==> src/sv/psrg_pkg.sv <==
// ----------------------------------------------------------------------------
// psrg_pkg
// Shared types and constants for the polar sector range point gate: register
// codes, azimuth constants and the arctangent table of the rotation cells.
// ----------------------------------------------------------------------------
package psrg_pkg;

  localparam int COORD_BITS_DEF   = 16;
  localparam int ANGLE_STAGES_DEF = 16;

  localparam int CFG_IDX_BITS  = 2;
  localparam int CFG_DATA_BITS = 16;
  localparam int AZ_BITS       = 15;
  localparam int RANGE_BITS    = 16;
  localparam int LEVEL_BITS    = 16;

  // angle accumulator in 1/65536 degree
  localparam int ZW = 26;
  localparam int HALF_TURN = 11796480;
  localparam int AZ_LIMIT  = 11520;
  localparam int AZ_ROUND  = 512;
  localparam int AZ_SHIFT  = 10;

  localparam logic signed [AZ_BITS-1:0] AZ_LOW_RST   = -15'sd7680;
  localparam logic signed [AZ_BITS-1:0] AZ_HIGH_RST  = 15'sd7680;
  localparam logic [RANGE_BITS-1:0]     RANGE_LOW_RST  = 16'd320;
  localparam logic [RANGE_BITS-1:0]     RANGE_HIGH_RST = 16'd1920;

  localparam int ATAN_LEN = 24;
  localparam int ATAN_TAB [0:ATAN_LEN-1] = '{
    2949120, 1740967, 919879, 466945, 234379, 117304, 58666, 29335,
    14668, 7334, 3667, 1833, 917, 458, 229, 115,
    57, 29, 14, 7, 4, 2, 1, 0
  };

  typedef enum logic [CFG_IDX_BITS-1:0] {
    REG_AZ_LOW     = 2'd0,
    REG_AZ_HIGH    = 2'd1,
    REG_RANGE_LOW  = 2'd2,
    REG_RANGE_HIGH = 2'd3
  } reg_idx_t;

  typedef struct packed {
    logic                  valid;
    logic                  last;
    logic [LEVEL_BITS-1:0] level;
  } tag_t;

endpackage

==> src/sv/psrg_entry.sv <==
// ----------------------------------------------------------------------------
// psrg_entry
// Front cell: registers a point, folds the left half plane onto the right
// one for the rotation chain and forms the squares of the coordinates.
// ----------------------------------------------------------------------------
module psrg_entry #(
  parameter int COORD_BITS = psrg_pkg::COORD_BITS_DEF,
  parameter int XW         = psrg_pkg::COORD_BITS_DEF + 11
) (
  input  logic                             clk,
  input  logic                             rst,
  input  logic                             start,
  input  logic signed [COORD_BITS-1:0]     pos_x,
  input  logic signed [COORD_BITS-1:0]     pos_y,
  input  logic signed [COORD_BITS-1:0]     pos_z,
  input  logic [psrg_pkg::LEVEL_BITS-1:0]  echo_level,
  input  logic                             final_point,
  output psrg_pkg::tag_t                   tag,
  output logic signed [XW-1:0]             rx,
  output logic signed [XW-1:0]             ry,
  output logic signed [psrg_pkg::ZW-1:0]   rz,
  output logic signed [COORD_BITS-1:0]     px,
  output logic signed [COORD_BITS-1:0]     py,
  output logic signed [COORD_BITS-1:0]     pz,
  output logic [2*COORD_BITS-1:0]          sx,
  output logic [2*COORD_BITS-1:0]          sy,
  output logic [2*COORD_BITS-1:0]          sz
);
  import psrg_pkg::*;

  logic signed [XW-1:0]           gx;
  logic signed [XW-1:0]           gy;
  logic signed [2*COORD_BITS-1:0] qx;
  logic signed [2*COORD_BITS-1:0] qy;
  logic signed [2*COORD_BITS-1:0] qz;

  // scale by 256 for guard bits
  assign gx = XW'(pos_x) <<< 8;
  assign gy = XW'(pos_y) <<< 8;

  assign qx = pos_x * pos_x;
  assign qy = pos_y * pos_y;
  assign qz = pos_z * pos_z;

  always_ff @(posedge clk) begin
    if (rst) begin
      tag.valid <= 1'b0;
    end else begin
      tag.valid <= start;
    end
    tag.last  <= final_point;
    tag.level <= echo_level;
    px <= pos_x;
    py <= pos_y;
    pz <= pos_z;
    sx <= qx;
    sy <= qy;
    sz <= qz;
    if (pos_x[COORD_BITS-1]) begin
      rx <= -gx;
      ry <= -gy;
      rz <= pos_y[COORD_BITS-1] ? -ZW'(HALF_TURN) : ZW'(HALF_TURN);
    end else begin
      rx <= gx;
      ry <= gy;
      rz <= '0;
    end
  end

endmodule

==> config.mk <==
export PLATFORM = sky130hd
export DESIGN_NAME = psrg_entry
export DESIGN_NICKNAME = d
export VERILOG_FILES = /design/src/sv/psrg_pkg.sv /design/src/sv/psrg_entry.sv
export SDC_FILE = /design/constraint.sdc
export NUM_CORES = 2
export LEC_CHECK = 0
export BUFFER_PORTS_ARGS = -buffer_cell sky130_fd_sc_hd__buf_2
export CORE_ASPECT_RATIO = 0.8
export CORE_MARGIN = 8
export CORE_UTILIZATION = 41
export DETAILED_ROUTE_END_ITERATION = 7
export PLACE_DENSITY_LB_ADDON = 0.15
export SKIP_CTS_REPAIR_TIMING = 1
export SYNTH_ARGS = -nofsm -noshare
export SYNTH_HDL_FRONTEND = slang
export SYNTH_SLANG_ARGS = --single-unit
==> constraint.sdc <==
create_clock -name clk -period 6.6 [get_ports clk]
set_input_delay 0.66 -clock clk [delete_from_list [all_inputs] [get_ports clk]]
set_output_delay 0.66 -clock clk [all_outputs]
set_load 0.005 [all_outputs]
---- After elaboration in Yosys (flattened, before gate mapping) ----
Cells that the tools add are included.
operators by class
  $add $sub $neg .......................... 2
  mux-type cells .......................... 3
  $mul .................................... 3
operator list
  cell                                            number
  16-bit by 16-bit multiplier with 32-bit output  3
  24-bit negator with 27-bit output               2
  27-bit 2-to-1 mux                               1
  26-bit 2-to-1 mux                               1
  23-bit 2-to-1 mux                               1
word-level totals
  flip-flop bits (word level) ............. 242
  input port bits ......................... 68
  word-level logic and storage cells ...... 22
  output and inout port bits .............. 242

---- Longest topological paths before layout ----
  word-level depth ........................ 2
  depth in mapped cells ................... 26
  depth with buffers taken out ............ 25

---- Least setup slack after synthesis ----
OpenSTA, ideal clock, no wires.
  kind .................................... input-to-reg
  from .................................... input pos_x[15]
  to ...................................... register sx[30]
  setup slack ............................. -393 ps
  setup time .............................. 118 ps
  data required time ...................... 6482 ps
  path buffers ............................ 3
  cell stages on the path ................. 23
  arrival ................................. 6875 ps
  cell sequence ........................... clkbuf_1 > inv_1 > clkbuf_1 > clkbuf_1 > nor2_1 > fa_1 > fa_1 > fa_1 > fa_1 > fa_1 > inv_1 > fa_1 > inv_1 > ha_1 > nand3_1 > nor3_1 > inv_1 > a211o_1 > a21boi_0 > a311oi_1 > o31ai_1 > a21oi_1 > xnor2_1
between the ends
  longest elaborated chain between the ends .. 1
ends and longest elaborated chain
  element                                         line              text
  start: declaration                              psrg_entry.sv:13  input logic signed [COORD_BITS-1:0] pos_x,
  16-bit by 16-bit multiplier with 32-bit output  psrg_entry.sv:41  assign qx = pos_x * pos_x;
  via qx[30]                                      psrg_entry.sv:33  logic signed [2*COORD_BITS-1:0] qx;
  end signal: assignment                          psrg_entry.sv:56  sx <= qx;
  end: declaration                                psrg_entry.sv:25  output logic [2*COORD_BITS-1:0] sx,
The timed path passes the listed nets, and every way through them passes these cells.
A chain may end at the register's enable or synchronous reset.

---- Worst setup path after layout ----
  from .................................... input pos_y[1]
  to ...................................... register sy[31]
between the ends
  longest elaborated chain between the ends .. 1
ends and longest elaborated chain
  element                                         line              text
  start: declaration                              psrg_entry.sv:14  input logic signed [COORD_BITS-1:0] pos_y,
  16-bit by 16-bit multiplier with 32-bit output  psrg_entry.sv:42  assign qy = pos_y * pos_y;
  via qy[31]                                      psrg_entry.sv:34  logic signed [2*COORD_BITS-1:0] qy;
  end signal: assignment                          psrg_entry.sv:57  sy <= qy;
  end: declaration                                psrg_entry.sv:26  output logic [2*COORD_BITS-1:0] sy,
The timed path passes the listed nets, and every way through them passes these cells.

==> results.txt <==
Avg WL per Cell - 16.3 um
Post-synthesis sequential area ratio - 0.123
CP peak stage delay - 0.81 ns
First-pass GRT wire length - 131 mm
Top-count cell post-synth - inv_1
Fin Setup TNS - 0 ns
Number of enable flip-flop cells after synthesis - 0
Post-synthesis xor/xnor area fraction - 0.0456
Root buf cell - clkbuf_16
Critical Path End - sy[31]
Top delay family on crit path - adder cells
# port buffers - 272
Synth area leaders - fa_1 (44%), dfxtp_1 (12%), inv_1 (11%), ha_1 (11%), xnor2_1 (3.7%)
Clock Sinks - 195
Commonest cells post-synth - inv_1 (956), fa_1 (701), ha_1 (282), nand2_1 (251), dfxtp_1 (195)
Initial Utilization - 0.413
Status - finished clean
Arr. time, crit path - 6.59 ns
Placed Instances - 4731
Simple-Gate Fraction of Synth Area - 0.0840
Initial antenna violation count - 7
CTS buffer count - 17
Crit Path Class - input pin to flop
Crit share post-route - 0.938
Post-DP HPWL - 69.0 mm
Rel. slew slack - 0.363
Crit-path most repeated cell - fa_1
Post-synth ARST share - 0
I/O pin cnt - 310
Worst path depth - 23
Crit path cell chain - buf_2 > inv_1 > nor2_1 > fa_1 > inv_1 > fa_1 > fa_1 > fa_1 > inv_1 > fa_1 > inv_1 > fa_1 > inv_1 > ha_1 > a211o_1 > a211oi_2 > buf_4 > nor4_1 > o21ai_1 > nand3_1 > a211o_1 > a21oi_1 > xnor2_1
CTS tree - built
H-tree levels - 4
Pin count of the biggest net entering global routing - 21
GP Congestion - 0.855
Peak fanout along the critical path - 8
Share of cells above drive strength 1 - 0.159
Worst hold-check path type - input pin to flop
# setup viols final - 0
CP max-delay cell - nor4_1
WL final - 77.8 mm
Vias post-DR - 21.3k
Register clock-pin slew on the reported worst setup and hold paths - 0.08 ns
Compound-Gate Fraction of Synth Area - 0.0571
Share of the synthesized area in the top cell type - 0.442
Largest family of logic cells by synthesized area - adder cells
Slew Limit Fails - 0
Fin. Hold Viols - 0
Post-synthesis mux area share - 0.00126
Grt total ovfl - 0
Nets - 4778
MaxCap Viol Count - 0
Mapped Avg Cell Area - 9.65 um2
Area leader, netlist - fa_1
RSZ-0062 raised after global routing - no
First-pass detailed-route iteration total - 5
Max Freq - 0.161 GHz
Post-synth cell types - 68
Remaining DRCs - 0
DIE HEIGHT - 265 um
P&R area growth vs syn - 14.7%
Vias per cell - 4.47
Iteration-0 DRC Markers - 1032
Gr usage total - 0.190
Mapped cell area - 0.0317 mm2
Ys flop type - dfxtp_1
Synthesis Warnings - 0
Vias in the first global route - 23.3k
Die width - 327 um
Startpoint Class - input pin
Syn Inst Count - 3286
Post-Synth Adder-Cell Area - 0.554
Core area - 0.0769 mm2
Worst path buffer plus inverter count - 7
Std-Cell Rows - 91
Die area - 0.0866 mm2
Slew @ Worst Pin - 0.947 ns
Setup crit start - pos_y[1]
Period minus WS final - 6.19 ns
FF+latch count, synth - 195
CP Capture Type - flop
CTS Buffer Depth - 2
Fin cells - 4767
WP data required - 7.00 ns
Routed Antenna Nets - 0
==> per-stage QoR <==
| stage | worst slack, ns | hold WS, ns | util | cell area (um2) |
|---|---|---|---|---|
| after floorplan | 0.00925 | 0.688 | - | 31900 |
| after global placement | -0.194 | 0.762 | 0.465 | 35800 |
| after detailed placement | -0.185 | 0.764 | 0.465 | 35800 |
| after CTS | 0.348 | 0.190 | 0.473 | 36400 |
| after global routing | 0.0320 | 0.206 | 0.473 | 36400 |
| final | 0.407 | 0.248 | 0.473 | 36400 |
==> flip-flops by register name (all words and copies together) (netlist names) <==
| signal | flops |
|---|---|
| px | 15 |
| py | 15 |
| pz | 15 |
| rx | 18 |
| ry | 18 |
| rz | 3 |
| sx | 31 |
| sy | 31 |
| sz | 31 |
| tag | 18 |
==> area by class of cell <==
class	instances	area [um2]
antenna	4	10.0
clock buffer	18	439
clock inverter	14	154
fill	7495	40500
inverter	963	3610
multi-input combinational	2036	23700
sequential	195	3900
tap	1023	1280
timing repair buffer	514	3290
==> per-layer routing <==
layer | vias to the layer above | wire length, um | global-route usage
met1 | 10418 | 38600 | 0.284
met2 | 423 | 33400 | 0.279
li1 | 10404 | - | -
met5 | - | 41 | 0
met4 | 6 | 878 | 0.0325
met3 | 57 | 4950 | 0.0494
==> cells in the final DEF, fill, tap and decap left out, types with 12 or more instances in the layout <==
cell,synthesis,layout
nand2_1,251,251
and2_1,91,91
a31o_2,14,14
dfxtp_1,195,195
buf_4,47,232
clkbuf_16,0,17
fa_1,701,699
buf_2,0,272
a21oi_1,65,65
nand3_1,24,24
nor3_1,18,17
nor2_1,142,141
inv_1,956,956
nor2b_1,12,12
xor2_1,31,31
a211oi_1,12,12
ha_1,282,282
a21o_1,45,45
xnor2_1,134,134
conb_1,1,40
o21ai_0,38,38
==> kinds of logic (layout without fill, tap and decap cells) <==
kind of cell               after synthesis  after routing
adders and majority gates              983            983
muxes                                    4              4
and+or+nand+nor                        587            587
xor gates and xnor gates               165            165
buffers and inverters                 1094           1509
DFF                                    195            195
other                                    1             44
AOI/OAI and AO/OA                      257            257
==> worst min path at each step <==
stage	from	to	slack, ns	depth (start not counted)
floorplan	pos_x[10]	px[10]	0.69	0
global placement	final_point	tag[16]	0.76	1
detailed placement	echo_level[3]	tag[3]	0.76	1
CTS	echo_level[4]	tag[4]	0.19	1
global route	echo_level[1]	tag[1]	0.21	1
finish	echo_level[2]	tag[2]	0.25	1
Power is not shown: default switching activity piles up to over one toggle a cycle in this logic, so the estimate is an artifact.
