$ cat config.mk
export PLATFORM = sky130hd
export DESIGN_NAME = psrg_decide
export DESIGN_NICKNAME = d
export VERILOG_FILES = /design/src/sv/psrg_pkg.sv /design/src/sv/psrg_decide.sv
export SDC_FILE = /design/constraint.sdc
export NUM_CORES = 1
export LEC_CHECK = 0
export BUFFER_PORTS_ARGS = -buffer_cell sky130_fd_sc_hd__clkbuf_2
export CORE_AREA = 2 2 135 137
export DETAILED_ROUTE_END_ITERATION = 8
export DIE_AREA = 0 0 137 139
export GPL_TIMING_DRIVEN = 0
export PLACE_DENSITY = 0.74
export SYNTH_ARGS = -nofsm -noshare
export SYNTH_HDL_FRONTEND = slang
export SYNTH_SLANG_ARGS = --single-unit
$ cat constraint.sdc
create_clock -name clk -period 6.85 [get_ports clk]
set_input_delay 1.37 -clock clk [delete_from_list [all_inputs] [get_ports clk]]
set_output_delay 1.37 -clock clk [all_outputs]
set_load 0.01 [all_outputs]
$ cat src/sv/psrg_pkg.sv
// ----------------------------------------------------------------------------
// psrg_pkg
// Shared types and constants for the polar sector range point gate: register
// codes, azimuth constants and the arctangent table of the rotation cells.
// ----------------------------------------------------------------------------
package psrg_pkg;

  localparam int COORD_BITS_DEF   = 16;
  localparam int ANGLE_STAGES_DEF = 16;

  localparam int CFG_IDX_BITS  = 2;
  localparam int CFG_DATA_BITS = 16;
  localparam int AZ_BITS       = 15;
  localparam int RANGE_BITS    = 16;
  localparam int LEVEL_BITS    = 16;

  // angle accumulator in 1/65536 degree
  localparam int ZW = 26;
  localparam int HALF_TURN = 11796480;
  localparam int AZ_LIMIT  = 11520;
  localparam int AZ_ROUND  = 512;
  localparam int AZ_SHIFT  = 10;

  localparam logic signed [AZ_BITS-1:0] AZ_LOW_RST   = -15'sd7680;
  localparam logic signed [AZ_BITS-1:0] AZ_HIGH_RST  = 15'sd7680;
  localparam logic [RANGE_BITS-1:0]     RANGE_LOW_RST  = 16'd320;
  localparam logic [RANGE_BITS-1:0]     RANGE_HIGH_RST = 16'd1920;

  localparam int ATAN_LEN = 24;
  localparam int ATAN_TAB [0:ATAN_LEN-1] = '{
    2949120, 1740967, 919879, 466945, 234379, 117304, 58666, 29335,
    14668, 7334, 3667, 1833, 917, 458, 229, 115,
    57, 29, 14, 7, 4, 2, 1, 0
  };

  typedef enum logic [CFG_IDX_BITS-1:0] {
    REG_AZ_LOW     = 2'd0,
    REG_AZ_HIGH    = 2'd1,
    REG_RANGE_LOW  = 2'd2,
    REG_RANGE_HIGH = 2'd3
  } reg_idx_t;

  typedef struct packed {
    logic                  valid;
    logic                  last;
    logic [LEVEL_BITS-1:0] level;
  } tag_t;

endpackage

$ cat src/sv/psrg_decide.sv
// ----------------------------------------------------------------------------
// psrg_decide
// Last cell: rounds the angle to 1/64 degree, sums the squared distance,
// checks both windows and registers the result item.
// ----------------------------------------------------------------------------
module psrg_decide #(
  parameter int COORD_BITS = psrg_pkg::COORD_BITS_DEF
) (
  input  logic                                  clk,
  input  logic                                  rst,
  input  psrg_pkg::tag_t                        in_tag,
  input  logic signed [psrg_pkg::ZW-1:0]        in_rz,
  input  logic signed [COORD_BITS-1:0]          in_px,
  input  logic signed [COORD_BITS-1:0]          in_py,
  input  logic signed [COORD_BITS-1:0]          in_pz,
  input  logic [2*COORD_BITS-1:0]               in_sx,
  input  logic [2*COORD_BITS-1:0]               in_sy,
  input  logic [2*COORD_BITS-1:0]               in_sz,
  input  logic signed [psrg_pkg::AZ_BITS-1:0]   azimuth_low,
  input  logic signed [psrg_pkg::AZ_BITS-1:0]   azimuth_high,
  input  logic [2*psrg_pkg::RANGE_BITS-1:0]     range_low_sq,
  input  logic [2*psrg_pkg::RANGE_BITS-1:0]     range_high_sq,
  output logic                                  out_valid,
  output logic signed [COORD_BITS-1:0]          out_x,
  output logic signed [COORD_BITS-1:0]          out_y,
  output logic signed [COORD_BITS-1:0]          out_z,
  output logic [psrg_pkg::LEVEL_BITS-1:0]       out_level,
  output logic                                  kept,
  output logic                                  frame_end
);
  import psrg_pkg::*;

  localparam int SW = (2*COORD_BITS > 2*RANGE_BITS) ? 2*COORD_BITS : 2*RANGE_BITS;
  localparam int AW = ZW + 1;

  logic signed [AW-1:0]      zs;
  logic signed [AW-1:0]      zr;
  logic signed [AZ_BITS-1:0] az;
  logic [SW-1:0]             d2;
  logic                      keep;

  assign zs = AW'(in_rz) + AW'(AZ_ROUND);
  assign zr = zs >>> AZ_SHIFT;

  always_comb begin
    if (zr > AW'(AZ_LIMIT)) begin
      az = AZ_BITS'(AZ_LIMIT);
    end else if (zr < -AW'(AZ_LIMIT)) begin
      az = -AZ_BITS'(AZ_LIMIT);
    end else begin
      az = zr[AZ_BITS-1:0];
    end
  end

  assign d2   = SW'(in_sx) + SW'(in_sy) + SW'(in_sz);
  assign keep = (az >= azimuth_low) && (az <= azimuth_high) &&
                (d2 >= SW'(range_low_sq)) && (d2 <= SW'(range_high_sq));

  always_ff @(posedge clk) begin
    if (rst) begin
      out_valid <= 1'b0;
    end else begin
      out_valid <= in_tag.valid && (keep || in_tag.last);
    end
  end

  always_ff @(posedge clk) begin
    kept <= keep;
    frame_end <= in_tag.last;
    if (keep) begin
      out_x     <= in_px;
      out_y     <= in_py;
      out_z     <= in_pz;
      out_level <= in_tag.level;
    end else begin
      out_x     <= '0;
      out_y     <= '0;
      out_z     <= '0;
      out_level <= '0;
    end
  end

endmodule

[After elaboration in Yosys (flattened, before gate mapping)]
Index checks and enable logic that the tools add are counted.
Word-level totals
  memories: 0
  word-level logic and storage cells: 23
  output and inout port bits: 67
  ROM bits: 0
  register bits: 67
  bits in latches: 0
  memory bits (writable): 0
  input port bits: 284
Cells by class
  multipliers: 0
  bitwise logic cells: 0
  reduce and logical (&&, ||, !) cells: 5
  muxes and demuxes: 2
  add/sub/neg operators: 3
  shift operators: 0
  div/mod/pow operators: 0
  equality and inequality tests: 0
  $lt $le $gt $ge: 6
Operator list (count)
  $add A32 B32 Y32: 2
  $ge A32 B32 Y1: 1
  $le A32 B32 Y1: 1
  $mux W15: 2
  $add A26 B11 Y27 const B: 1
  $gt A17 B15 Y1 const B: 1
  $lt A17 B15 Y1 const B: 1
  $ge A15 B15 Y1: 1
  $le A15 B15 Y1: 1
  $logic_and A1 B1 Y1: 4
  $logic_or A1 B1 Y1: 1

[Depth between registers and ports, before layout]
  word-level depth: 10
  mapped depth: 24
  mapped depth without buffers: 22

[Worst setup path after synthesis]
Ideal clock, no wire load.
  path type: input port to flip-flop
  from: in in_sx[1]
  to: reg out_z[10]
  stages: 23
  path slack: 0.929 ns
  data arrival time: 5.825 ns
  cell sequence: inv_1 fa_1 inv_1 ha_1 fa_1 a21o_1 a21oi_1 o21ai_0 o2111ai_1 a21oi_1 a21bo_2 a2111o_1 o311ai_0 ha_1 a21o_1 a21o_1 a21oi_1 o21ai_0 a221oi_2 o21ai_1 buf_2 clkbuf_1 nor4b_1
Between the ends
  longest elaborated chain between the ends: 5
  elaborated cells between the ends (all ways): 6
Ends and longest elaborated chain
  from (decl): line psrg_decide.sv:16  | input logic [2*COORD_BITS-1:0] in_sx,
  $add A32 B32 Y32 (*) (2 in a row): line psrg_decide.sv:55  | assign d2 = SW'(in_sx) + SW'(in_sy) + SW'(in_sz);
  $ge A32 B32 Y1: line psrg_decide.sv:57  | (d2 >= SW'(range_low_sq)) && (d2 <= SW'(range_high_sq));
  $logic_and A1 B1 Y1: line psrg_decide.sv:56  | assign keep = (az >= azimuth_low) && (az <= azimuth_high) &&
  $logic_and A1 B1 Y1 (*): line psrg_decide.sv:57
  to (signal assigned): line psrg_decide.sv:73  | out_z <= in_pz;
  to (decl): line psrg_decide.sv:26  | output logic signed [COORD_BITS-1:0] out_z,
Mark *: on every way between the ends. The rest lies on a longest branch, timed or not.
A chain may end at the register's enable or synchronous reset.

[Worst setup path after layout]
  from: in in_sx[1]
  to: reg out_level[10] in the netlist's numbering
Between the ends
  longest elaborated chain between the ends: 5
  elaborated cells between the ends (all ways): 6
Ends and longest elaborated chain
  $add A32 B32 Y32 (*) (2 in a row): line psrg_decide.sv:55
  $ge A32 B32 Y1: line psrg_decide.sv:57
  $logic_and A1 B1 Y1: line psrg_decide.sv:56
  $logic_and A1 B1 Y1 (*): line psrg_decide.sv:57
  to (signal assigned): line psrg_decide.sv:74  | out_level <= in_tag.level;
  to (decl): line psrg_decide.sv:27  | output logic [psrg_pkg::LEVEL_BITS-1:0] out_level,
Marks and branches as above.

==> impl_metrics.ini <==
[status]
status = complete, no violations

[finish]
mostFrequentLayoutCell = clkbuf_2
nets = 1643
drive_gt1_share_pct = 34.2
synthToLayoutAreaGrowth_pct = 31.0
post-route-util_pct = 55.8
antennaDiodeCount = 0
layout.cells.non_filler = 1436
layout_common_cells = clkbuf_2, ha_1, inv_1, dfxtp_1, nor4b_1

[global_routing]
grt_pass1_wl_microns = 34800
gr-usage-met3_pct = 4.06
grt_overflow_total = 0
grt_pass1_vias = 7343
track_usage_pct = 22.8
use_met2_pct = 41.0
grt_util_met1_pct = 27.6
grt_max_degree = 13
antenna_found_initial = 0
top_usage_layer = met2

[pwr]
powerDensity_nw_per_um2 = 229
seqPwrFrac_pct = 19.7
p_sw_uw = 944
p_clk_share_pct = 21.5
combPwrFrac_pct = 58.8
leakage_uw = 0.00525
intPower_uw = 1310
irDropWorstVdd_uv = 224
p_sw_share_pct = 41.9

[synthesis]
synth_seq_cells = 67
synth-seq-area-share_pct = 17.8
yosys.area.top_type = ha_1
synth_compound_area_share_pct = 19.5
synth_top_family_by_area = adder cells
syn_avg_cell_area_sq_um = 8.83
netlist_area_sq_um = 7520
synth_adder_area_share_pct = 29.3
synth-edff-count = 0
synth.area.mux_share_pct = 0.416
synthXorXnorAreaFrac_pct = 4.86
yosys.area.top_type_share_pct = 20.8
yosys_warnings = 0
synth_area_leaders = ha_1, dfxtp_1, fa_1
synth_nets = 1293
synth-main-ff-cell = dfxtp_1
synthSimpleGateAreaFrac_pct = 19.7
synth.distinct_cells = 81
syn_inst = 852
async_flop_share_pct = 0

[route]
viasPerCell = 5.26
drc = 0
ant_nets = 0
drt-initial-drc-count = 266
drt_pass1_iterations = 5
num_vias = 7557
routed_wl_microns = 22500
drt-wirelength-per-cell_microns = 15.7

[placed_design]
dp_cells = 1419
finalWeightedCongestion = 0.934
port-buffer-count = 338
place_hpwl_microns = 19700

[floorplanning]
initial_utilization_pct = 42.6
row_count = 49
die_x_microns = 137
io-pin-count = 351
die_area_sq_um = 19000
die_y_microns = 139
core_region_area_sq_um = 17700

[critical_path]
crit_fanout = 10
worstSetupPathType = in -> reg
crit_path_end_kind = flop
critPathLaunchType = input pin
critical_path_required_ns = 7.06
crit_arrival_ns = 6.85

[clocking]
clk_path_buf_depth = 2
cts.sinks = 67
cts_tree = built
htree_levels = 3
clk_pin_slew_ns = 0.05
cts-root-buf = clkbuf_16
numCtsBuffers = 9
postCtsHoldBufs = 0

[sta]
tightest_slew_ns = 0.597
finalMaxSlewViolations = 0
hold_violations = 0
period_minus_slack_ns = 6.64
maxSlewHeadroom_pct = 59.7
finalCritPeriodShare_pct = 97.0
max_freq_mhz = 151
hold_slack_ns = 1.16
setup_violations = 0

[run]
max-cap-violations = 0

[hold_path]
hold_class = in -> reg
[registers in the layout, summed over array words and instances (netlist names)]
signal,flops
out_z,16
frame_end,1
out_y,16
out_level,16
out_x,16
out_valid,1
kept,1
[Yosys cell counts, types with 3 or more instances]
library cell,count
a211o_1,3
a211oi_1,5
a21o_1,41
a21oi_1,58
a31oi_1,5
and3_1,4
and3_2,3
and4_1,5
buf_2,10
buf_6,8
clkbuf_1,11
dfxtp_1,67
fa_1,32
ha_1,125
inv_1,110
nand2_1,28
nand2b_1,10
nand3_1,14
nand4_1,19
nor2_1,36
nor2b_1,12
nor3_1,17
nor4_1,4
nor4b_1,63
o2111ai_1,6
o211ai_1,5
o21a_1,11
o21ai_0,23
o21ai_2,3
o21bai_1,5
o22ai_1,3
o31ai_1,3
or3_1,4
xnor2_1,27
xor2_1,11
[metal layers]
metal  share of wire [%]  up-vias
li1                    -     3804
met5                   0        -
met4                 2.2        0
met1                  42     3398
met2                  49      318
met3                 7.5       37
[power by group through the flow]
stage                     clock network [uW]  logic, uW  registers, uW
final                                    484       1330            444
after global routing                     511       1490            448
after CTS                                493       1320            444
after detailed placement                   0       1310            452
after global placement                     0       1280            452
after floorplan                            0        892            474
[worst paths after layout]
check / from / endpoint / slack, ns / depth (start not counted)
worst max-delay path: in_sx[1] / out_level[10] / 0.21 / 25
worst min-delay path: in_tag[16] / frame_end / 1.16 / 1
[layout make-up]
cell class / count / area [sq um]
plain buffers: 33 / 230
fillers: 1650 / 7800
flip-flops and latches: 67 / 1340
inverters: 110 / 413
clock buffers: 10 / 229
multi-input cells: 642 / 5570
clock inverters: 6 / 90.1
repair buffers: 339 / 1700
well taps: 229 / 287
[worst max-delay path: stages]
cell and delay [ns]:
clkbuf_2 0.08, inv_1 0.05, fa_1 0.53, inv_1 0.04, ha_1 0.24, fa_1 0.42, a21o_1 0.17, a21oi_1 0.28
o21ai_0 0.17, o2111ai_1 0.18, a21oi_1 0.25, a21bo_2 0.29, a2111o_1 0.39, o311ai_0 0.18, ha_1 0.36, a21o_1 0.18
a21o_1 0.17, a21oi_1 0.12, o21ai_0 0.11, a221oi_2 0.19, buf_4 0.16, o21ai_1 0.09, buf_2 0.21, clkbuf_2 0.22
nor4b_1 0.35
[what timing repair did]
| item | in CTS | in global routing |
|---|---|---|
| setup buffers | 0 | 1 |
| resized for setup | 0 | 13 |
| setup endpoints to repair | 0 | 49 |
[kinds of logic (layout without fill, tap and decap cells)]
kind of cell / Yosys count / count (layout)
AND/OR/NAND/NOR: 233 / 233
AO/OA/AOI/OAI: 209 / 209
adder cells (fa/ha/maj): 157 / 157
buffers and inverters: 143 / 498
flip-flops: 67 / 67
XOR/XNOR: 40 / 40
multiplexers: 3 / 3
[stage by stage]
stage               setup WS, ns  area, sq um  total power [uW]  setup TNS [ns]
floorplan                  0.929         7520              1370               0
global placement          -0.183         9500              1730           -1.43
detailed placement        -0.222         9500              1760           -3.98
CTS                       0.0688         9820              2250               0
global route             -0.0219         9850              2450         -0.0850
finish                     0.208         9850              2250               0
Note: power is estimated with default switching activity, not from simulation.
