File: src/sv/psrg_pkg.sv
// ----------------------------------------------------------------------------
// psrg_pkg
// Shared types and constants for the polar sector range point gate: register
// codes, azimuth constants and the arctangent table of the rotation cells.
// ----------------------------------------------------------------------------
package psrg_pkg;

  localparam int COORD_BITS_DEF   = 16;
  localparam int ANGLE_STAGES_DEF = 16;

  localparam int CFG_IDX_BITS  = 2;
  localparam int CFG_DATA_BITS = 16;
  localparam int AZ_BITS       = 15;
  localparam int RANGE_BITS    = 16;
  localparam int LEVEL_BITS    = 16;

  // angle accumulator in 1/65536 degree
  localparam int ZW = 26;
  localparam int HALF_TURN = 11796480;
  localparam int AZ_LIMIT  = 11520;
  localparam int AZ_ROUND  = 512;
  localparam int AZ_SHIFT  = 10;

  localparam logic signed [AZ_BITS-1:0] AZ_LOW_RST   = -15'sd7680;
  localparam logic signed [AZ_BITS-1:0] AZ_HIGH_RST  = 15'sd7680;
  localparam logic [RANGE_BITS-1:0]     RANGE_LOW_RST  = 16'd320;
  localparam logic [RANGE_BITS-1:0]     RANGE_HIGH_RST = 16'd1920;

  localparam int ATAN_LEN = 24;
  localparam int ATAN_TAB [0:ATAN_LEN-1] = '{
    2949120, 1740967, 919879, 466945, 234379, 117304, 58666, 29335,
    14668, 7334, 3667, 1833, 917, 458, 229, 115,
    57, 29, 14, 7, 4, 2, 1, 0
  };

  typedef enum logic [CFG_IDX_BITS-1:0] {
    REG_AZ_LOW     = 2'd0,
    REG_AZ_HIGH    = 2'd1,
    REG_RANGE_LOW  = 2'd2,
    REG_RANGE_HIGH = 2'd3
  } reg_idx_t;

  typedef struct packed {
    logic                  valid;
    logic                  last;
    logic [LEVEL_BITS-1:0] level;
  } tag_t;

endpackage

File: src/sv/psrg_cordic_cell.sv
// ----------------------------------------------------------------------------
// psrg_cordic_cell
// One vectoring rotation step: turns the vector toward the x axis by the
// arctangent of its stage and hands the point on to the next cell.
// ----------------------------------------------------------------------------
module psrg_cordic_cell #(
  parameter int COORD_BITS = psrg_pkg::COORD_BITS_DEF,
  parameter int XW         = psrg_pkg::COORD_BITS_DEF + 11,
  parameter int STAGE      = 0
) (
  input  logic                            clk,
  input  logic                            rst,
  input  psrg_pkg::tag_t                  in_tag,
  input  logic signed [XW-1:0]            in_rx,
  input  logic signed [XW-1:0]            in_ry,
  input  logic signed [psrg_pkg::ZW-1:0]  in_rz,
  input  logic signed [COORD_BITS-1:0]    in_px,
  input  logic signed [COORD_BITS-1:0]    in_py,
  input  logic signed [COORD_BITS-1:0]    in_pz,
  input  logic [2*COORD_BITS-1:0]         in_sx,
  input  logic [2*COORD_BITS-1:0]         in_sy,
  input  logic [2*COORD_BITS-1:0]         in_sz,
  output psrg_pkg::tag_t                  tag,
  output logic signed [XW-1:0]            rx,
  output logic signed [XW-1:0]            ry,
  output logic signed [psrg_pkg::ZW-1:0]  rz,
  output logic signed [COORD_BITS-1:0]    px,
  output logic signed [COORD_BITS-1:0]    py,
  output logic signed [COORD_BITS-1:0]    pz,
  output logic [2*COORD_BITS-1:0]         sx,
  output logic [2*COORD_BITS-1:0]         sy,
  output logic [2*COORD_BITS-1:0]         sz
);
  import psrg_pkg::*;

  localparam logic signed [ZW-1:0] STEP_ANGLE = ZW'(ATAN_TAB[STAGE]);

  logic signed [XW-1:0] xs;
  logic signed [XW-1:0] ys;
  logic signed [XW-1:0] rx_next;
  logic signed [XW-1:0] ry_next;
  logic signed [ZW-1:0] rz_next;

  assign xs = in_rx >>> STAGE;
  assign ys = in_ry >>> STAGE;

  always_comb begin
    rx_next = in_rx;
    ry_next = in_ry;
    rz_next = in_rz;
    if (!in_ry[XW-1] && (|in_ry)) begin
      rx_next = in_rx + ys;
      ry_next = in_ry - xs;
      rz_next = in_rz + STEP_ANGLE;
    end else if (in_ry[XW-1]) begin
      rx_next = in_rx - ys;
      ry_next = in_ry + xs;
      rz_next = in_rz - STEP_ANGLE;
    end
  end

  always_ff @(posedge clk) begin
    if (rst) begin
      tag.valid <= 1'b0;
    end else begin
      tag.valid <= in_tag.valid;
    end
    tag.last  <= in_tag.last;
    tag.level <= in_tag.level;
    rx <= rx_next;
    ry <= ry_next;
    rz <= rz_next;
    px <= in_px;
    py <= in_py;
    pz <= in_pz;
    sx <= in_sx;
    sy <= in_sy;
    sz <= in_sz;
  end

endmodule

File: config.mk
export PLATFORM = sky130hd
export DESIGN_NAME = psrg_cordic_cell
export DESIGN_NICKNAME = d
export VERILOG_FILES = /design/src/sv/psrg_pkg.sv /design/src/sv/psrg_cordic_cell.sv
export SDC_FILE = /design/constraint.sdc
export NUM_CORES = 1
export LEC_CHECK = 0
export BUFFER_PORTS_ARGS = -buffer_cell sky130_fd_sc_hd__buf_2
export CORE_MARGIN = 10
export CORE_UTILIZATION = 35
export CTS_CLUSTER_SIZE = 24
export DETAILED_ROUTE_END_ITERATION = 10
export GPL_ROUTABILITY_DRIVEN = 0
export PLACE_DENSITY_LB_ADDON = 0.12
export SKIP_CTS_REPAIR_TIMING = 1
export SYNTH_ARGS = -nofsm -noshare
export SYNTH_HDL_FRONTEND = slang
export SYNTH_SLANG_ARGS = --single-unit
File: constraint.sdc
create_clock -name clk -period 6.36 [get_ports clk]
set_clock_uncertainty 0.15 [all_clocks]
set_input_delay 0.318 -clock clk [delete_from_list [all_inputs] [get_ports clk]]
set_output_delay 0.318 -clock clk [all_outputs]
set_load 0.02 [all_outputs]
Word level (Yosys, flattened, before mapping)
Cells that the tools add are included.
Widths: inputs -> output; s select.

word-level totals
  output and inout bits = 242
  memory bits (read-only) = 0
  bits in writable memories = 0
  memories = 0
  register bits after elaboration = 242
  bits in latches = 0

operators by class
  bitwise logic cells = 0
  $add $sub $neg = 5
  shift operators = 0
  div/mod/pow operators = 0
  eq/ne operators = 0
  mux-type cells = 6
  order comparisons = 0
  reduce and logical (&&, ||, !) cells = 3
  multiply operators = 0

operator list
  cell                    count
  $mux 27                 4
  $sub 27x27->27          2
  $mux 26                 2
  $add 27x27->27          1
  $reduce_or 27->1        1
  $add 26x23->26 const B  1
  $sub 26x23->26 const B  1
  $logic_and 1x1->1       1
  $logic_not 1->1         1

Logic depth before layout (Yosys ltp)
Gate-level depths: netlist (run 1).

  depth after elaboration = 3
  depth in mapped cells = 12
  depth with buffers taken out = 12

Worst setup path before layout (run 1)
Ideal clock, no wire load.

  kind = input to register
  start point = input port in_rx[0]
  end point = register rx[26]
  setup time = 0.125 ns
  setup slack = 3.401 ns
  data arrival time = 2.684 ns
  buffers on the path = 0
  cell stages on the path = 12
  cells stage by stage = ha_1 > inv_1 > fa_1 > or2_1 > a21oi_2 > a211o_2 > a31oi_4 > o41ai_2 > a21oi_1 > o41ai_2 > a21oi_1 > xnor2_1

on the way
  cells in the longest elaborated chain, start to end = 3
  elaborated cells between the ends (all ways) = 4
  those cells by class = add/sub (2); mux (2)

RTL lines
  item                  RTL line                text
  start, declared       psrg_cordic_cell.sv:14  input logic signed [XW-1:0] in_rx,
  $sub 27x27->27        psrg_cordic_cell.sv:56  rx_next = in_rx - ys;
  $mux 27               psrg_cordic_cell.sv:55  end else if (in_ry[XW-1]) begin
  $mux 27 *             psrg_cordic_cell.sv:51  if (!in_ry[XW-1] && (|in_ry)) begin
  via rx_next[26]       psrg_cordic_cell.sv:40  logic signed [XW-1:0] rx_next;
  end signal, assigned  psrg_cordic_cell.sv:70  rx <= rx_next;
  end, declared         psrg_cordic_cell.sv:24  output logic signed [XW-1:0] rx,

The timed path passes the listed nets; every way through them passes the cells marked *.
A chain may end at the register's enable or synchronous reset.

Final worst setup path (run 1)
Ends and elaborated chain as after synthesis.

==> results.yml, run 1 <==
timing:
  final-max-slew-violation-count: 0
  clock.fmax_mhz: 267
  post-route-period-util_pct: 58.9
  timing.slew.headroom_pct: 26.7
  finalWorstPathRequiredPeriod_ps: 3740
  count_of_endpoints_failing_setup_in_the_final_report: 0
  tightest_slew_ps: 1100
  final.hold.worst_slack_ps: -5.22
  setup_total_negative_slack_ps: 0
  finalHoldViolations: 2
  grt_setup_unrepaired: "no"
cells_and_area:
  layout.filler_cells: 2617
  layoutNonFillerInstCount: 2141
  multi_input_comb_area_um2: 4810
  nNetsFinal: 2066
  final_layout_size_suffix_gt1_share_pct: 31.7
  areaGrowthSynthToFinish_pct: 55.3
  regArea_um2: 4840
global_routing:
  via_count_of_the_first_global_routing_pass: 9455
  maximum_number_of_pins_on_one_net_before_global_route_repair: 67
  global_route_wire_length_before_repair_mm: 65.9
  grt_usage_pct: 24.1
  overflow: 0
  antenna_violations_before_repair: 11
cts:
  tritoncts_clock_tree: "done"
  numCtsBuffers: 27
  post_cts_clock_slew_at_the_launch_and_capture_registers_of_the_worst_setup_and_hold_paths_ps: 60
  cts_sinks: 242
  clk_root_buffer_cell: "sky130_fd_sc_hd__clkbuf_16"
  clockBufferDepth: 3
  cts_max_level: 1
power_and_ir_drop:
  total_leakage_power_nw: 7.59
  max-vdd-ir-drop_mv: 0.177
  pwr_density_nw_per_um2: 274
detailed_routing:
  drtPass1Iterations: 5
  antenna_violating_nets_post_route: 0
  drt-wirelength-per-cell_um: 23.6
  detailedRoute.firstIterationViolations: 867
  postRouteWirelength_mm: 50.6
  drc: 0
  routed-via-count: 10634
  via_per_inst: 4.97
yosys:
  ys_seq_elements: 242
  yosysTopAreaCell: "sky130_fd_sc_hd__dfxtp_1"
  fraction_of_the_yosys_area_taken_by_sequential_cells_pct: 47.7
  post_synth_inst_count: 1061
  netlist.area_leader.share_pct: 47.7
  synth_warnings: 0
  synthDistinctLibCells: 69
  synth_simple_gate_area_share_pct: 9.83
  synthMuxAreaShare_pct: 0.493
  syn_area_per_cell_um2: 9.58
  synth-async-reset-ratio_pct: 0
  fraction_of_synthesized_cell_area_in_xor_and_xnor_cells_pct: 5.00
  complex_gate_fraction_of_the_synthesized_area_pct: 20.6
  synth_top_family_by_area: "compound AO/OA/AOI/OAI gates"
  synth_top_cells_by_area: "sky130_fd_sc_hd__dfxtp_1 (48%), sky130_fd_sc_hd__ha_1 (11%), sky130_fd_sc_hd__a21oi_1 (4.9%), sky130_fd_sc_hd__xnor2_1 (4.3%), sky130_fd_sc_hd__inv_1 (2.8%)"
  synth_fa_ha_area_share_pct: 11.4
  ys.flop_type: "sky130_fd_sc_hd__dfxtp_1"
  synth_fp_nets: 1396
  edff_count_synth: 0
  cell_area_synth_um2: 10200
status:
  violations: "hold timing"
  status: "complete, but fails checks"
floorplanning:
  total_die_area_um2: 36200
  pin_count: 486
  fp.dieW_um: 190
  row_count: 62
  initial_core_util_pct: 35.4
  die-height_um: 190
  floorplan.core_area_um2: 28700
worst_setup_path:
  timing.setup.critical_path_class: "in2reg"
  slowest_stage: "sky130_fd_sc_hd__a2111oi_0"
  critical-path-max-stage-delay_ps: 710
  timing.critical_path.max_delay_family: "compound AO/OA/AOI/OAI gates"
  startpoint: "in_rx[0]"
  critical_path_depth: 14
  critical_path.cell_chain: "dlygate4sd3_1 -> buf_2 -> inv_1 -> ha_1 -> fa_1 -> nand3b_1 -> a21o_1 -> a2111oi_0 -> o41ai_1 -> o211ai_1 -> a31oi_1 -> o22ai_1 -> a21oi_1 -> xnor2_1"
  timing.critical_path.buf_inv: 3
  worstSetupStartpointType: "primary input"
  worst-endpoint-arrival_ps: 4030
  crit_required_ps: 6650
  crit_path_end: "rx[26]$_DFF_P_"
  setup.worst_path.end_class: "flip-flop"
  maximum_fanout_along_the_worst_path: 4
placement:
  cells_after_dpl: 1888
  detailedPlacementHpwl_mm: 38.6
  io_buffer_count: 485
min_path:
  timing.hold.worst.start: "in_rx[24]"
  hold_depth: 3
  hp-class: "in2reg"
flow_run:
  maxCapViolations: 0
[cell families (layout without fill, tap and decap cells)]
kind of cell / after synthesis / after routing
compound gates: 321 / 321
flops: 242 / 242
simple gates: 214 / 214
buf+inv: 130 / 819
fa+ha+maj: 91 / 91
other cells: 0 / 7
mux: 5 / 5
xor+xnor: 58 / 58
[layout make-up]
cell class	count	share of cell area, %
multi-input cells	689	30.5
diodes	7	0.111
clock buffers	35	4.66
clock inverters	13	0.825
inverters	82	1.95
flip-flops and latches	242	30.7
repair buffers	689	28.2
well taps	384	3.04
[power breakdown]
group | switching (mW) | internal [mW] | leakage (nW) | total [mW]
Combinational | 0.677 | 0.430 | 5.13 | 1.11
Clock | 0.655 | 0.866 | 0.413 | 1.52
Sequential | 0.0453 | 1.65 | 2.04 | 1.70
[sequential cells by signal, indices dropped and copies added, names as in the netlist]
signal / cells
ry: 27
tag: 18
sy: 32
px: 16
sz: 32
sx: 32
rz: 26
pz: 16
rx: 27
py: 16
[through the flow]
stage          hold slack [ps]  setup slack, ps  total power [mW]  instance area [µm²]  util, %
2_1_floorplan              196             3400              2.31                10200        -
3_3_place_gp               270             2710              2.72                12900     45.0
3_5_place_dp               272             2730              2.71                12900     45.0
4_1_cts                   -307             3290              4.24                13800     48.0
5_1_grt                   6.08             2530              4.51                15800     55.0
6_report                 -5.22             2620              4.33                15800     55.0
[cell usage after synthesis (10+ instances only)]
| cell | instances |
|---|---|
| sky130_fd_sc_hd__a211oi_1 | 11 |
| sky130_fd_sc_hd__a21o_1 | 15 |
| sky130_fd_sc_hd__a21oi_1 | 100 |
| sky130_fd_sc_hd__a31oi_1 | 16 |
| sky130_fd_sc_hd__clkbuf_1 | 34 |
| sky130_fd_sc_hd__dfxtp_1 | 242 |
| sky130_fd_sc_hd__ha_1 | 88 |
| sky130_fd_sc_hd__inv_1 | 76 |
| sky130_fd_sc_hd__nand2_1 | 60 |
| sky130_fd_sc_hd__nand3_1 | 10 |
| sky130_fd_sc_hd__nand4_1 | 10 |
| sky130_fd_sc_hd__nor2_1 | 69 |
| sky130_fd_sc_hd__nor3_1 | 18 |
| sky130_fd_sc_hd__nor4_1 | 13 |
| sky130_fd_sc_hd__o21a_1 | 12 |
| sky130_fd_sc_hd__o21ai_0 | 56 |
| sky130_fd_sc_hd__o21ai_1 | 10 |
| sky130_fd_sc_hd__o21bai_1 | 16 |
| sky130_fd_sc_hd__xnor2_1 | 50 |
[per-layer routing]
layer,GRT usage (%),wire [µm]
met5,0,58
met4,3.63,1120
met2,41.7,24900
met3,6.64,3220
met1,29.9,21300
[worst min path at each step]
stage | end
final | rx[24]$_DFF_P_
after global routing | rx[24]$_DFF_P_
after CTS | sz[12]$_DFF_P_
after detailed placement | sy[16]$_DFF_P_
after global placement | rz[9]$_DFF_P_
after floorplan | px[0]$_DFF_P_
[cells in the final DEF, fill, tap and decap left out, types with 27 or more instances in the layout]
cell type and n:
sky130_fd_sc_hd__dfxtp_1 242, sky130_fd_sc_hd__xnor2_1 50, sky130_fd_sc_hd__clkbuf_16 27, sky130_fd_sc_hd__inv_1 76
sky130_fd_sc_hd__a21oi_1 100, sky130_fd_sc_hd__o21ai_0 56, sky130_fd_sc_hd__dlygate4sd3_1 198, sky130_fd_sc_hd__nand2_1 60
sky130_fd_sc_hd__buf_2 485, sky130_fd_sc_hd__nor2_1 69, sky130_fd_sc_hd__ha_1 88
Note: power is estimated with default switching activity, not from simulation.
==> inputs of run 2 (changes only) <==
==> constraint.sdc (replaced) <==
create_clock -name clk -period 3.5 [get_ports clk]
set_clock_uncertainty 0.15 [all_clocks]
set_input_delay 0.175 -clock clk [delete_from_list [all_inputs] [get_ports clk]]
set_output_delay 0.175 -clock clk [all_outputs]
set_load 0.02 [all_outputs]
==> results.yml, run 2 (synthesis results as in run 1) <==
timing:
  finalHoldViolations: 2
  grt_setup_unrepaired: "no"
  final.hold.worst_slack_ps: -17.5
  clock.fmax_mhz: 303
  finalWorstPathRequiredPeriod_ps: 3300
  tightest_slew_ps: 800
  fin_ws_ps: 205
  setup_total_negative_slack_ps: 0
  final-max-slew-violation-count: 0
  count_of_endpoints_failing_setup_in_the_final_report: 0
  timing.slew.headroom_pct: 46.5
  post-route-period-util_pct: 94.1
detailed_routing:
  drtPass1Iterations: 5
  via_per_inst: 5.01
  postRouteWirelength_mm: 51.5
  routed-via-count: 10929
  drc: 0
  detailedRoute.firstIterationViolations: 884
  antenna_violating_nets_post_route: 0
  drt-wirelength-per-cell_um: 23.6
placement:
  dp_slack_ps: 64.5
  cells_after_dpl: 1909
  io_buffer_count: 485
  detailedPlacementHpwl_mm: 39.2
  dpl_cell_area_um2: 13100
power_and_ir_drop:
  total_leakage_power_nw: 7.86
  max-vdd-ir-drop_mv: 0.387
  power.net_switching_mw: 2.54
  pwr-share-comb_pct: 25.0
  pwr_density_nw_per_um2: 511
  internal_power_mw: 5.79
  post-layout-total-power_mw: 8.33
  share_seq_of_total_power_pct: 37.0
  netSwitchingFraction_pct: 30.5
  clock_power_share_pct: 38.1
cells_and_area:
  layout.filler_cells: 2552
  final_layout_size_suffix_gt1_share_pct: 32.2
  leading_cell_type_in_the_layout_fill_and_taps_excluded: "sky130_fd_sc_hd__buf_2"
  finalCoreUtilization_pct: 56.8
  layoutNonFillerInstCount: 2182
  finalInstanceArea_um2: 16300
  biggestRegsByFlops: "sx: 32 flops, sy: 32 flops, sz: 32 flops"
  multi_input_comb_area_um2: 4810
  leading_cell_types_in_the_layout_fill_and_taps_excluded: "sky130_fd_sc_hd__buf_2 (485), sky130_fd_sc_hd__dfxtp_1 (242), sky130_fd_sc_hd__dlygate4sd3_1 (219)"
  regArea_um2: 4840
  nNetsFinal: 2109
  areaGrowthSynthToFinish_pct: 60.4
floorplanning:
  die-height_um: 190
  row_count: 62
  total_die_area_um2: 36200
  fp.dieW_um: 190
  floorplan.core_area_um2: 28700
  pin_count: 486
  initial_core_util_pct: 35.4
worst_setup_path:
  maximum_fanout_along_the_worst_path: 8
  worst-endpoint-arrival_ps: 3620
  setup.worst_path.end_class: "flip-flop"
  worstSetupStartpointType: "primary input"
  timing.setup.critical_path_class: "in2reg"
  crit_required_ps: 3830
status:
  violations: "hold timing"
  status: "complete, but fails checks"
cts:
  tritoncts_clock_tree: "done"
  cts_sinks: 242
  post_cts_clock_slew_at_the_launch_and_capture_registers_of_the_worst_setup_and_hold_paths_ps: 60
  numCtsBuffers: 28
  clk_root_buffer_cell: "sky130_fd_sc_hd__clkbuf_16"
  clockBufferDepth: 3
  cts_max_level: 1
global_routing:
  overflow: 0
  antenna_violations_before_repair: 13
  grt_usage_pct: 24.5
  via_count_of_the_first_global_routing_pass: 9688
  global_route_wire_length_before_repair_mm: 67.2
  maximum_number_of_pins_on_one_net_before_global_route_repair: 67
flow_run:
  maxCapViolations: 0
min_path:
  hp-class: "in2reg"
run 2: cell count changes in the layout (fill, tap and decap cells not counted), sizes merged, moves of 2 or more:
| cell | delta |
|---|---|
| buf | +21 |
| dlygate4sd3 | +21 |
| bufinv | +4 |
| clkinv | -3 |
| clkinvlp | -3 |
| diode | -2 |
| inv | +2 |
run 2: final timing paths:
path	endpoint	from	slack [ps]	cells past startpoint
worst max-delay path	rx[26]$_DFF_P_	in_rx[5]	200	14
worst min-delay path	rx[20]$_DFF_P_	in_rx[20]	-20	5
run 2: cell type report:
| type | count | share of cell area [%] |
|---|---|---|
| repair buffers | 731 | 29.7 |
| well taps | 384 | 2.95 |
| diodes | 5 | 0.0768 |
| flip-flops and latches | 242 | 29.7 |
| clock buffers | 36 | 4.79 |
| clock inverters | 13 | 1.40 |
| inverters | 82 | 1.89 |
| multi-input cells | 689 | 29.5 |
run 2: worst max-delay path, cell delays in order:
cell	delay, ps
sky130_fd_sc_hd__dlygate4sd3_1	520
sky130_fd_sc_hd__buf_2	140
sky130_fd_sc_hd__inv_1	50
sky130_fd_sc_hd__ha_1	390
sky130_fd_sc_hd__a211o_1	320
sky130_fd_sc_hd__a21oi_1	180
sky130_fd_sc_hd__a2111oi_0	180
sky130_fd_sc_hd__buf_4	180
sky130_fd_sc_hd__o41ai_1	510
sky130_fd_sc_hd__o211ai_1	240
sky130_fd_sc_hd__a31oi_1	330
sky130_fd_sc_hd__o22ai_1	110
sky130_fd_sc_hd__a21oi_1	180
sky130_fd_sc_hd__xnor2_1	130
run 2: power groups by stage:
stage / Clock, mW / Sequential [mW] / Combinational (mW)
global route: 3.36 / 3.10 / 2.22
detailed placement: 0 / 3.13 / 1.84
CTS: 3.24 / 3.08 / 1.85
finish: 3.17 / 3.08 / 2.08
global placement: 0 / 3.13 / 1.84
floorplan: 0 / 3.44 / 0.757
run 2: per-layer routing:
metal	share of wire, %	vias up	GRT usage [%]
met4	2.3	10	4.66
li1	-	5119	-
met1	41	5238	30.6
met3	7.3	76	7.08
met5	0.12	-	0
met2	49	486	41.2
==> inputs of run 3 (changes only) <==
--- a/config.mk
+++ b/config.mk
@@ -6,10 +6,10 @@
 export NUM_CORES = 1
 export LEC_CHECK = 0
 export BUFFER_PORTS_ARGS = -buffer_cell sky130_fd_sc_hd__buf_2
-export CORE_MARGIN = 10
-export CORE_UTILIZATION = 35
+export CORE_AREA = 10 10 179 181
 export CTS_CLUSTER_SIZE = 24
 export DETAILED_ROUTE_END_ITERATION = 10
+export DIE_AREA = 0 0 189 191
 export GPL_ROUTABILITY_DRIVEN = 0
 export PLACE_DENSITY_LB_ADDON = 0.12
 export SKIP_CTS_REPAIR_TIMING = 1
==> constraint.sdc (replaced) <==
create_clock -name clk -period 3.85 [get_ports clk]
set_clock_uncertainty 0.15 [all_clocks]
set_input_delay 0.1925 -clock clk [delete_from_list [all_inputs] [get_ports clk]]
set_output_delay 0.1925 -clock clk [all_outputs]
set_load 0.02 [all_outputs]
==> results.yml, run 3 (synthesis results as in run 1) <==
status:
  status: "complete, but fails checks"
  violations: "hold timing"
worst_setup_path:
  worstSetupStartpointType: "primary input"
  crit_required_ps: 4150
  timing.setup.critical_path_class: "in2reg"
  slowest_stage: "sky130_fd_sc_hd__dlygate4sd3_1"
  setup.worst_path.end_class: "flip-flop"
  critical_path.cell_chain: "dlygate4sd3_1 -> buf_2 -> inv_1 -> ha_1 -> nand2_1 -> o21a_1 -> a31oi_1 -> a211o_1 -> a31oi_2 -> o21bai_1 -> a21oi_1 -> xnor2_1 -> o21ai_1"
  critical_path_depth: 13
  worst-endpoint-arrival_ps: 3600
  maximum_fanout_along_the_worst_path: 12
  timing.critical_path.max_delay_family: "compound AO/OA/AOI/OAI gates"
  critical-path-max-stage-delay_ps: 540
  timing.critical_path.buf_inv: 3
cells_and_area:
  nNetsFinal: 2096
  finalCoreUtilization_pct: 56.6
  final_layout_size_suffix_gt1_share_pct: 31.8
  regArea_um2: 4840
  multi_input_comb_area_um2: 4810
  areaGrowthSynthToFinish_pct: 58.7
  leading_cell_types_in_the_layout_fill_and_taps_excluded: "sky130_fd_sc_hd__buf_2 (485), sky130_fd_sc_hd__dfxtp_1 (242), sky130_fd_sc_hd__dlygate4sd3_1 (216)"
  layout.filler_cells: 2511
  leading_cell_type_in_the_layout_fill_and_taps_excluded: "sky130_fd_sc_hd__buf_2"
  biggestRegsByFlops: "sx: 32 flops, sy: 32 flops, sz: 32 flops"
timing:
  clock.fmax_mhz: 303
  finalWorstPathRequiredPeriod_ps: 3300
  timing.slew.headroom_pct: 50.0
  final-max-slew-violation-count: 0
  final.hold.worst_slack_ps: -51.4
  finalHoldViolations: 5
  tightest_slew_ps: 750
  count_of_endpoints_failing_setup_in_the_final_report: 0
  post-route-period-util_pct: 85.6
  grt_setup_unrepaired: "no"
  setup_total_negative_slack_ps: 0
detailed_routing:
  via_per_inst: 4.96
  drt-wirelength-per-cell_um: 23.0
  routed-via-count: 10765
  postRouteWirelength_mm: 49.9
  drtPass1Iterations: 5
  detailedRoute.firstIterationViolations: 795
  antenna_violating_nets_post_route: 0
  drc: 0
floorplanning:
  floorplan.core_area_um2: 28500
  pin_count: 486
  die-height_um: 191
  row_count: 62
  total_die_area_um2: 36100
  fp.dieW_um: 189
  initial_core_util_pct: 35.7
global_routing:
  overflow: 0
  via_count_of_the_first_global_routing_pass: 9599
  antenna_violations_before_repair: 6
  maximum_number_of_pins_on_one_net_before_global_route_repair: 68
  global_route_wire_length_before_repair_mm: 65.2
  grt_usage_pct: 23.8
cts:
  clk_root_buffer_cell: "sky130_fd_sc_hd__clkbuf_16"
  cts_max_level: 1
  tritoncts_clock_tree: "done"
  clockBufferDepth: 3
  post_cts_clock_slew_at_the_launch_and_capture_registers_of_the_worst_setup_and_hold_paths_ps: 60
  numCtsBuffers: 28
  cts_sinks: 242
power_and_ir_drop:
  clock_power_share_pct: 36.6
  max-vdd-ir-drop_mv: 0.432
  internal_power_mw: 5.02
  power.net_switching_mw: 2.33
  total_leakage_power_nw: 7.76
  pwr_density_nw_per_um2: 456
  netSwitchingFraction_pct: 31.6
  pwr-share-comb_pct: 25.3
  share_seq_of_total_power_pct: 38.1
placement:
  io_buffer_count: 485
  detailedPlacementHpwl_mm: 38.1
min_path:
  hold_depth: 4
  hp-class: "in2reg"
flow_run:
  maxCapViolations: 0
[run 3: changes by cell type in the layout (fill, tap and decap cells not counted), sizes merged]
cell,before,now
diode,5,6
buf,512,502
clkinv,5,8
clkbuf,36,38
dlygate4sd3,219,216
clkinvlp,1,2
bufinv,5,2
inv,84,83
[run 3: path summary, 6_finish.rpt]
kind	startpoint	slack [ps]	end
max	in_rx[5]	550	ry[19]$_DFF_P_
min	in_rx[12]	-50	rx[12]$_DFF_P_
[run 3: per-stage QoR]
stage	total power [mW]	hold slack [ps]	setup WS, ps	area [µm²]	instances
after floorplan	3.82	70.2	1020	10200	1061
after global placement	4.50	145	557	13000	1899
after detailed placement	4.49	146	599	13000	1899
after CTS	7.20	-451	1180	13900	1950
after global routing	7.65	0.942	299	16100	2170
final	7.35	-51.4	553	16100	2172
[run 3: tightest hold or removal path: stages]
cell                      delay (ps)
sky130_fd_sc_hd__buf_2           120
sky130_fd_sc_hd__nor3_1           50
sky130_fd_sc_hd__a21oi_1         130
sky130_fd_sc_hd__o21a_1          130
[run 3: power groups by stage]
stage	Sequential [mW]	Clock, mW	Combinational (mW)
2_1_floorplan	3.13	0	0.688
3_3_place_gp	2.85	0	1.65
3_5_place_dp	2.85	0	1.65
4_1_cts	2.80	2.74	1.66
5_1_grt	2.82	2.84	1.99
6_report	2.80	2.69	1.86
[run 3: final cells by class]
type	instances	share of cell area [%]
sequential	242	30.0
inverter	82	1.91
antenna	6	0.0931
clock buffer	38	4.76
multi-input combinational	689	29.8
clock inverter	13	1.06
tap	384	2.98
timing repair buffer	718	29.3
[run 3: routing by layer]
metal | vias up | wire length [µm] | track usage (%)
met5 | - | 13 | 0
met4 | 2 | 1470 | 6.26
met3 | 82 | 3360 | 6.60
met2 | 474 | 24500 | 40.8
met1 | 5104 | 20600 | 28.8
li1 | 5103 | - | -
